--- src/qthd_pkg.sv ---
// qthd_pkg: shared types and constants for the quarter tile hsla downsampler
// used by qthd_control, qthd_datapath and quarter_tile_hsla_downsample
`default_nettype none

package qthd_pkg;

   localparam int DIM_W     = 9;
   localparam int CSR_IDX_W = 1;
   localparam int CNT_W     = 4;

   localparam logic [CSR_IDX_W-1:0] CSR_IMAGE_WIDTH  = 1'b0;
   localparam logic [CSR_IDX_W-1:0] CSR_IMAGE_HEIGHT = 1'b1;

   localparam logic [DIM_W-1:0] IMAGE_DIM_RESET = 9'd256;

   localparam logic [15:0] HUE_FULL = 16'd46080;
   localparam logic [15:0] HUE_HALF = 16'd23040;

   localparam logic       OP_LOAD = 1'b0;
   localparam logic       OP_PICK = 1'b1;

   localparam logic [CNT_W-1:0] DIV_LAST  = 4'd15;
   localparam logic [CNT_W-1:0] READ_LAST = 4'd3;

   typedef struct packed {
      logic        operation;
      logic [15:0] coord_x;
      logic [15:0] coord_y;
      logic [15:0] in_hue;
      logic [15:0] in_sat;
      logic [15:0] in_lum;
      logic [15:0] in_alpha;
   } req_type;

   typedef struct packed {
      logic [15:0] out_hue;
      logic [15:0] out_sat;
      logic [15:0] out_lum;
      logic [15:0] out_alpha;
   } rsp_type;

   typedef enum logic [2:0] {
      ST_IDLE,
      ST_WRITE,
      ST_DIVIDE,
      ST_BASE,
      ST_READ,
      ST_DRAIN,
      ST_PUSH
   } state_type;

   typedef struct packed {
      logic       latch;
      logic       mem_write;
      logic       div_step;
      logic       base_load;
      logic       mem_read;
      logic [1:0] rd_idx;
      logic       push;
   } ctrl_cmd_type;

   typedef struct packed {
      logic req_pick;
      logic out_free;
   } ctrl_status_type;

endpackage

`default_nettype wire

--- src/qthd_control.sv ---
// qthd_control: sequencing state machine for loads and picks
// depends on qthd_pkg; drives qthd_datapath through ctrl_cmd_type
`default_nettype none

module qthd_control import qthd_pkg::*; (
   input  logic            clock,
   input  logic            reset,
   input  logic            req_valid,
   output logic            req_stall,
   input  ctrl_status_type status,
   output ctrl_cmd_type    cmd
);

   state_type        state_ff, state_in;
   logic [CNT_W-1:0] cnt_ff, cnt_in;

   always_ff @(posedge clock) begin
      if (reset) begin
         state_ff <= ST_IDLE;
         cnt_ff   <= '0;
      end else begin
         state_ff <= state_in;
         cnt_ff   <= cnt_in;
      end
   end

   // next state
   always_comb begin
      state_in = state_ff;
      unique case (state_ff)
         ST_IDLE: begin
            if (req_valid) begin
               state_in = (status.req_pick == OP_PICK) ? ST_DIVIDE : ST_WRITE;
            end
         end
         ST_WRITE:  state_in = ST_IDLE;
         ST_DIVIDE: begin
            if (cnt_ff == DIV_LAST) state_in = ST_BASE;
         end
         ST_BASE:   state_in = ST_READ;
         ST_READ: begin
            if (cnt_ff == READ_LAST) state_in = ST_DRAIN;
         end
         ST_DRAIN:  state_in = ST_PUSH;
         ST_PUSH: begin
            if (status.out_free) state_in = ST_IDLE;
         end
         default:   state_in = ST_IDLE;
      endcase
   end

   // outputs
   always_comb begin
      cmd       = '0;
      req_stall = 1'b1;
      cnt_in    = cnt_ff;
      unique case (state_ff)
         ST_IDLE: begin
            req_stall = 1'b0;
            cnt_in    = '0;
            cmd.latch = req_valid;
         end
         ST_WRITE: begin
            cmd.mem_write = 1'b1;
         end
         ST_DIVIDE: begin
            cmd.div_step = 1'b1;
            cnt_in       = (cnt_ff == DIV_LAST) ? '0 : cnt_ff + 1'b1;
         end
         ST_BASE: begin
            cmd.base_load = 1'b1;
            cnt_in        = '0;
         end
         ST_READ: begin
            cmd.mem_read = 1'b1;
            cmd.rd_idx   = cnt_ff[1:0];
            cnt_in       = (cnt_ff == READ_LAST) ? '0 : cnt_ff + 1'b1;
         end
         ST_DRAIN: begin
            cnt_in = '0;
         end
         ST_PUSH: begin
            cmd.push = status.out_free;
         end
         default: begin
            cnt_in = '0;
         end
      endcase
   end

endmodule

`default_nettype wire

--- config.mk ---
export PLATFORM = sky130hd
export DESIGN_NAME = qthd_control
export DESIGN_NICKNAME = d
export VERILOG_FILES = /design/src/qthd_pkg.sv /design/src/qthd_control.sv
export SDC_FILE = /design/constraint.sdc
export NUM_CORES = 1
export LEC_CHECK = 0
export BUFFER_PORTS_ARGS = -buffer_cell sky130_fd_sc_hd__clkbuf_2
export CAP_MARGIN = 20
export CORE_AREA = 8 8 45 47
export CTS_CLUSTER_SIZE = 40
export DETAILED_ROUTE_END_ITERATION = 8
export DIE_AREA = 0 0 53 55
export GPL_TIMING_DRIVEN = 0
export PLACE_DENSITY = 0.76
export SYNTH_ARGS = -nofsm -noshare
export SYNTH_HDL_FRONTEND = slang
export SYNTH_SLANG_ARGS = --single-unit
export TNS_END_PERCENT = 30
--- constraint.sdc ---
create_clock -name clock -period 4.6 [get_ports clock]
set_input_delay 0.92 -clock clock [delete_from_list [all_inputs] [get_ports clock]]
set_output_delay 0.92 -clock clock [all_outputs]
set_load 0.05 [all_outputs]
Word level (Yosys, flattened, before mapping):

Cells that the tools add are included.

* output and inout port bits: 9
* bits in registers: 7
* logic and storage cells: 34

* muxes and demuxes: 16
* $add $sub $neg: 1
* reductions and logical operators: 3
* eq/ne operators: 12

Operator list (number)
* 3-bit case mux with 6 select lines: 1
* 3-bit 2-to-1 mux: 5
* 4-bit case mux with 3 select lines: 1
* 3-bit == test (second input constant): 3
* 4-bit 2-to-1 mux: 2
* 2-bit inequality test (second input constant): 4
* 3-bit by 2-bit == test with 1-bit output (second input constant): 2
* 1-bit 2-to-1 mux: 6
* 4-bit by 1-bit adder with 4-bit output (second input constant): 1
* 4-bit by 2-bit == test with 1-bit output (second input constant): 1
* 4-bit == test (second input constant): 1
* 4-bit AND reduction: 1
* 3-bit by 1-bit == test with 1-bit output (second input constant): 1
* 3-bit logical NOT: 1
* 2-bit 2-to-1 mux: 1
* 2-bit OR reduction: 1

Depth between registers and ports, before layout:

* depth in word-level cells: 3
* mapped depth: 6

Least setup slack after synthesis:

Ideal clock, no wire load.

* path kind: register -> output
* start point: register state_ff[0]
* end point: output cmd[4] (netlist name)
* arrival time: 1.942 ns
* slack: 1.738 ns
* data required time: 3.680 ns
* path buffers: 1
* cell stages (with the launch flop): 3
* cells stage by stage: dfxtp_1 > clkbuf_1 > nor3b_1

RTL lines
* start, declared: RTL line qthd_control.sv:14 `state_type state_ff, state_in;`
* start signal, assigned: RTL line qthd_control.sv:22 `state_ff <= state_in;`
* end, declared: RTL line qthd_control.sv:11 `output ctrl_cmd_type cmd`

==> run_summary.xml <==
<?xml version="1.0" encoding="UTF-8"?>
<metrics>
  <group name="placement">
    <metric name="portBuffers" unit="">12</metric>
    <metric name="placed_cell_area" unit="um^2">624</metric>
    <metric name="place_congestion" unit="">0.817</metric>
    <metric name="hpwl" unit="um">931</metric>
    <metric name="place.detailed.instances" unit="">98</metric>
  </group>
  <group name="worst_setup_path">
    <metric name="crit_required" unit="ps">3680</metric>
    <metric name="timing.critical_path.cells" unit="">buf_4 -&gt; clkbuf_1 -&gt; or3_1 -&gt; nor2_1 -&gt; clkbuf_2</metric>
    <metric name="worst_path_largest_cell_delay" unit="ps">400</metric>
    <metric name="timing.rr.end" unit="">cnt_ff[3]</metric>
    <metric name="cp_slowest_cell" unit="">sky130_fd_sc_hd__or3_1</metric>
    <metric name="reg2regPathDepth" unit="">5</metric>
    <metric name="worstSetupPathType" unit="">reg2out</metric>
    <metric name="critical_path.endpoint_type" unit="">primary output</metric>
    <metric name="crit_path_max_fanout" unit="">10</metric>
    <metric name="worst_ep_arrival_time" unit="ps">1730</metric>
    <metric name="startpoint_type" unit="">flop</metric>
    <metric name="crit-reg2reg-launch" unit="">cnt_ff[0]</metric>
    <metric name="worst-r2r-setup-slack" unit="ps">2950</metric>
  </group>
  <group name="final_layout">
    <metric name="fin_cells" unit="">102</metric>
    <metric name="layout.nets" unit="">93</metric>
    <metric name="layout-drive-gt1-share" unit="%">24.4</metric>
    <metric name="diodes" unit="">0</metric>
    <metric name="area_growth_syn_to_layout" unit="%">19.5</metric>
    <metric name="fin_area" unit="um^2">651</metric>
  </group>
  <group name="logic_synthesis">
    <metric name="synth.yosys.warnings" unit="">0</metric>
    <metric name="ys_ff_latch" unit="">7</metric>
    <metric name="synth_top_area_share" unit="%">25.7</metric>
    <metric name="yosysMostFrequentCell" unit="">sky130_fd_sc_hd__nor2_1</metric>
    <metric name="post_synth_inst_count" unit="">70</metric>
    <metric name="synth_nets" unit="">76</metric>
    <metric name="netlist-cell-type-count" unit="">33</metric>
    <metric name="synth_area_per_cell" unit="um^2">7.78</metric>
    <metric name="synthArstFlopShare" unit="%">0</metric>
    <metric name="netlist_top_cells_count" unit="">9 x sky130_fd_sc_hd__nor2_1, 7 x sky130_fd_sc_hd__dfxtp_1, 5 x sky130_fd_sc_hd__nand2_1, 5 x sky130_fd_sc_hd__nor2b_1, 4 x sky130_fd_sc_hd__a21oi_1</metric>
    <metric name="top_cells_by_area_in_the_synthesized_netlist" unit="">sky130_fd_sc_hd__dfxtp_1 26%, sky130_fd_sc_hd__nor2_1 6.2%, sky130_fd_sc_hd__nor2b_1 5.7%, sky130_fd_sc_hd__a2111oi_4 5.1%, sky130_fd_sc_hd__a21oi_1 3.7%</metric>
    <metric name="synth_area_leader_cell" unit="">sky130_fd_sc_hd__dfxtp_1</metric>
    <metric name="ys_dominant_reg_cell" unit="">sky130_fd_sc_hd__dfxtp_1</metric>
    <metric name="synth_sequential_area_ratio" unit="%">25.7</metric>
    <metric name="synthesis.area" unit="um^2">544</metric>
    <metric name="synth_edf_count" unit="">0</metric>
  </group>
  <group name="grt">
    <metric name="antenna_violations_before_repair" unit="">0</metric>
    <metric name="grt_start_max_net_pins" unit="">11</metric>
    <metric name="globalRoute.totalOverflow" unit="">0</metric>
    <metric name="track_usage" unit="%">9.14</metric>
    <metric name="global_route_wire_length_before_repair" unit="mm">2.03</metric>
    <metric name="grt_pass1_vias" unit="">502</metric>
  </group>
  <group name="timing">
    <metric name="worst-slew-pin-transition" unit="ps">441</metric>
    <metric name="setup_violating_endpoint_count_in_the_final_report" unit="">0</metric>
    <metric name="fin_skew" unit="ps">1.25</metric>
    <metric name="achievable-frequency" unit="MHz">377</metric>
    <metric name="fin_setup_tns" unit="ps">0</metric>
    <metric name="setup_repair_after_global_routing_missed_its_margin" unit="">false</metric>
    <metric name="final-max-slew-violation-count" unit="">0</metric>
    <metric name="period_minus_slack" unit="ps">2650</metric>
    <metric name="fin_crit_sh" unit="%">57.7</metric>
    <metric name="relSlewSlack" unit="%">70.6</metric>
    <metric name="hold_viol" unit="">0</metric>
  </group>
  <group name="floorplan">
    <metric name="placeableCoreArea" unit="mm^2">0.00138</metric>
    <metric name="start_util" unit="%">39.3</metric>
    <metric name="std_cell_rows" unit="">14</metric>
    <metric name="die-height" unit="um">55</metric>
    <metric name="die-area" unit="mm^2">0.00292</metric>
    <metric name="die_x" unit="um">53</metric>
    <metric name="pin_count" unit="">14</metric>
  </group>
  <group name="route">
    <metric name="dr_total_vias" unit="">547</metric>
    <metric name="drt_iter0_markers" unit="">9</metric>
    <metric name="drc" unit="">0</metric>
    <metric name="via_per_inst" unit="">5.36</metric>
    <metric name="ant_nets" unit="">0</metric>
    <metric name="drt-pass1-iter-count" unit="">4</metric>
    <metric name="postRouteWirelength" unit="mm">1.24</metric>
    <metric name="drt-wirelength-per-cell" unit="um">12.2</metric>
  </group>
  <group name="cts">
    <metric name="h_tree_levels" unit="">1</metric>
    <metric name="post_cts_hold_buffer_count" unit="">0</metric>
    <metric name="clock_tree.buffer_depth" unit="">2</metric>
    <metric name="cts_setup_buffers" unit="">0</metric>
    <metric name="cts_sinks" unit="">7</metric>
    <metric name="cts_clock_pin_slew_for_the_worst_setup_and_hold_paths" unit="ps">50</metric>
    <metric name="clock_tree_from_tritoncts" unit="">done</metric>
    <metric name="clockRootBuffer" unit="">sky130_fd_sc_hd__clkbuf_4</metric>
    <metric name="clk_latency" unit="ps">250</metric>
    <metric name="cts_made_buffers" unit="">3</metric>
    <metric name="ctsResizeCount" unit="">0</metric>
  </group>
  <group name="pwr">
    <metric name="leakagePower" unit="nW">0.282</metric>
    <metric name="vdd_ir_drop_max" unit="uV">273</metric>
    <metric name="cellPowerDensity" unit="mW/mm^2">480</metric>
    <metric name="fin_total_pwr" unit="mW">0.312</metric>
  </group>
  <group name="min_path">
    <metric name="holdPathStages" unit="">2</metric>
    <metric name="hold_path_class" unit="">reg2reg</metric>
    <metric name="holdCritStartpoint" unit="">cnt_ff[3]</metric>
    <metric name="worstHoldEndpoint" unit="">cnt_ff[3]</metric>
  </group>
  <group name="run_status">
    <metric name="status" unit="">completed</metric>
  </group>
  <group name="run">
    <metric name="timing.max_cap.violations" unit="">0</metric>
  </group>
</metrics>
[stage by stage]
stage	setup slack [ps]	utilization [%]	hold WS, ps
final	1950	47.0	546
after CTS	1960	47.0	550
after floorplan	1740	-	505
after global routing	1880	47.0	590
after global placement	2250	45.1	531
after detailed placement	2250	45.1	544
[logic make-up after synthesis]
| logic type | share of synthesized area (%) |
|---|---|
| muxes | 5.75 |
| DFF | 25.7 |
| buffers and inverters | 7.36 |
| AOI/OAI and AO/OA | 20.9 |
| adders and majority gates | 4.14 |
| and+or+nand+nor | 34.5 |
| xor gates and xnor gates | 1.61 |
[registers in the layout (all words and copies together) (netlist names)]
name / flops
cnt_ff: 4
state_ff: 3
[worst max-delay path: cells and delay by family (launching register included)]
family	cells	cell delay (ps)
flip-flops	1	300
buffers and inverters	3	660
AND/OR/NAND/NOR	2	520
[metal layers]
metal / up-vias / GRT usage (%) / part of all wire (%)
li1: 279 / - / -
met1: 250 / 9.47 / 43
met2: 13 / 17.0 / 52
met3: 5 / 1.60 / 2.5
met4: 0 / 5.17 / 2.5
met5: - / 0 / 0
[worst max path at each step]
stage,start,to,slack [ps],cells after the start
3_3_place_gp,status[0],cmd[0],2250,3
6_report,state_ff[2],cmd[7],1950,5
4_1_cts,state_ff[2],cmd[7],1960,5
2_1_floorplan,state_ff[0],cmd[4],1740,2
3_5_place_dp,status[0],cmd[0],2250,3
5_1_grt,state_ff[2],cmd[7],1880,5
[report_power, final]
part / switching (mW) / internal [mW]
clock network: 0.0245 / 0.0332
logic: 0.121 / 0.0554
registers: 0.00859 / 0.0696
[area by class of cell]
type | count | area (um^2)
fill | 139 | 733
clock buffer | 4 | 26.3
tap | 16 | 20.0
buffer | 6 | 28.8
multi-input combinational | 54 | 364
sequential | 7 | 140
inverter | 3 | 11.3
timing repair buffer | 12 | 60.1
[cells in the final DEF (no fill, tap or decap), drive strengths merged, types with 2 or more instances in the layout]
| master | n |
|---|---|
| o21ai | 2 |
| a2111oi | 2 |
| a21oi | 4 |
| dfxtp | 7 |
| or3 | 3 |
| mux2i | 2 |
| nor2 | 9 |
| and2 | 2 |
| clkbuf | 19 |
| nand3 | 2 |
| buf | 3 |
| inv | 3 |
| nor2b | 5 |
| nor3b | 2 |
| nand2 | 5 |
| nor3 | 2 |
No activity file was read; power rests on OpenSTA's default activity.
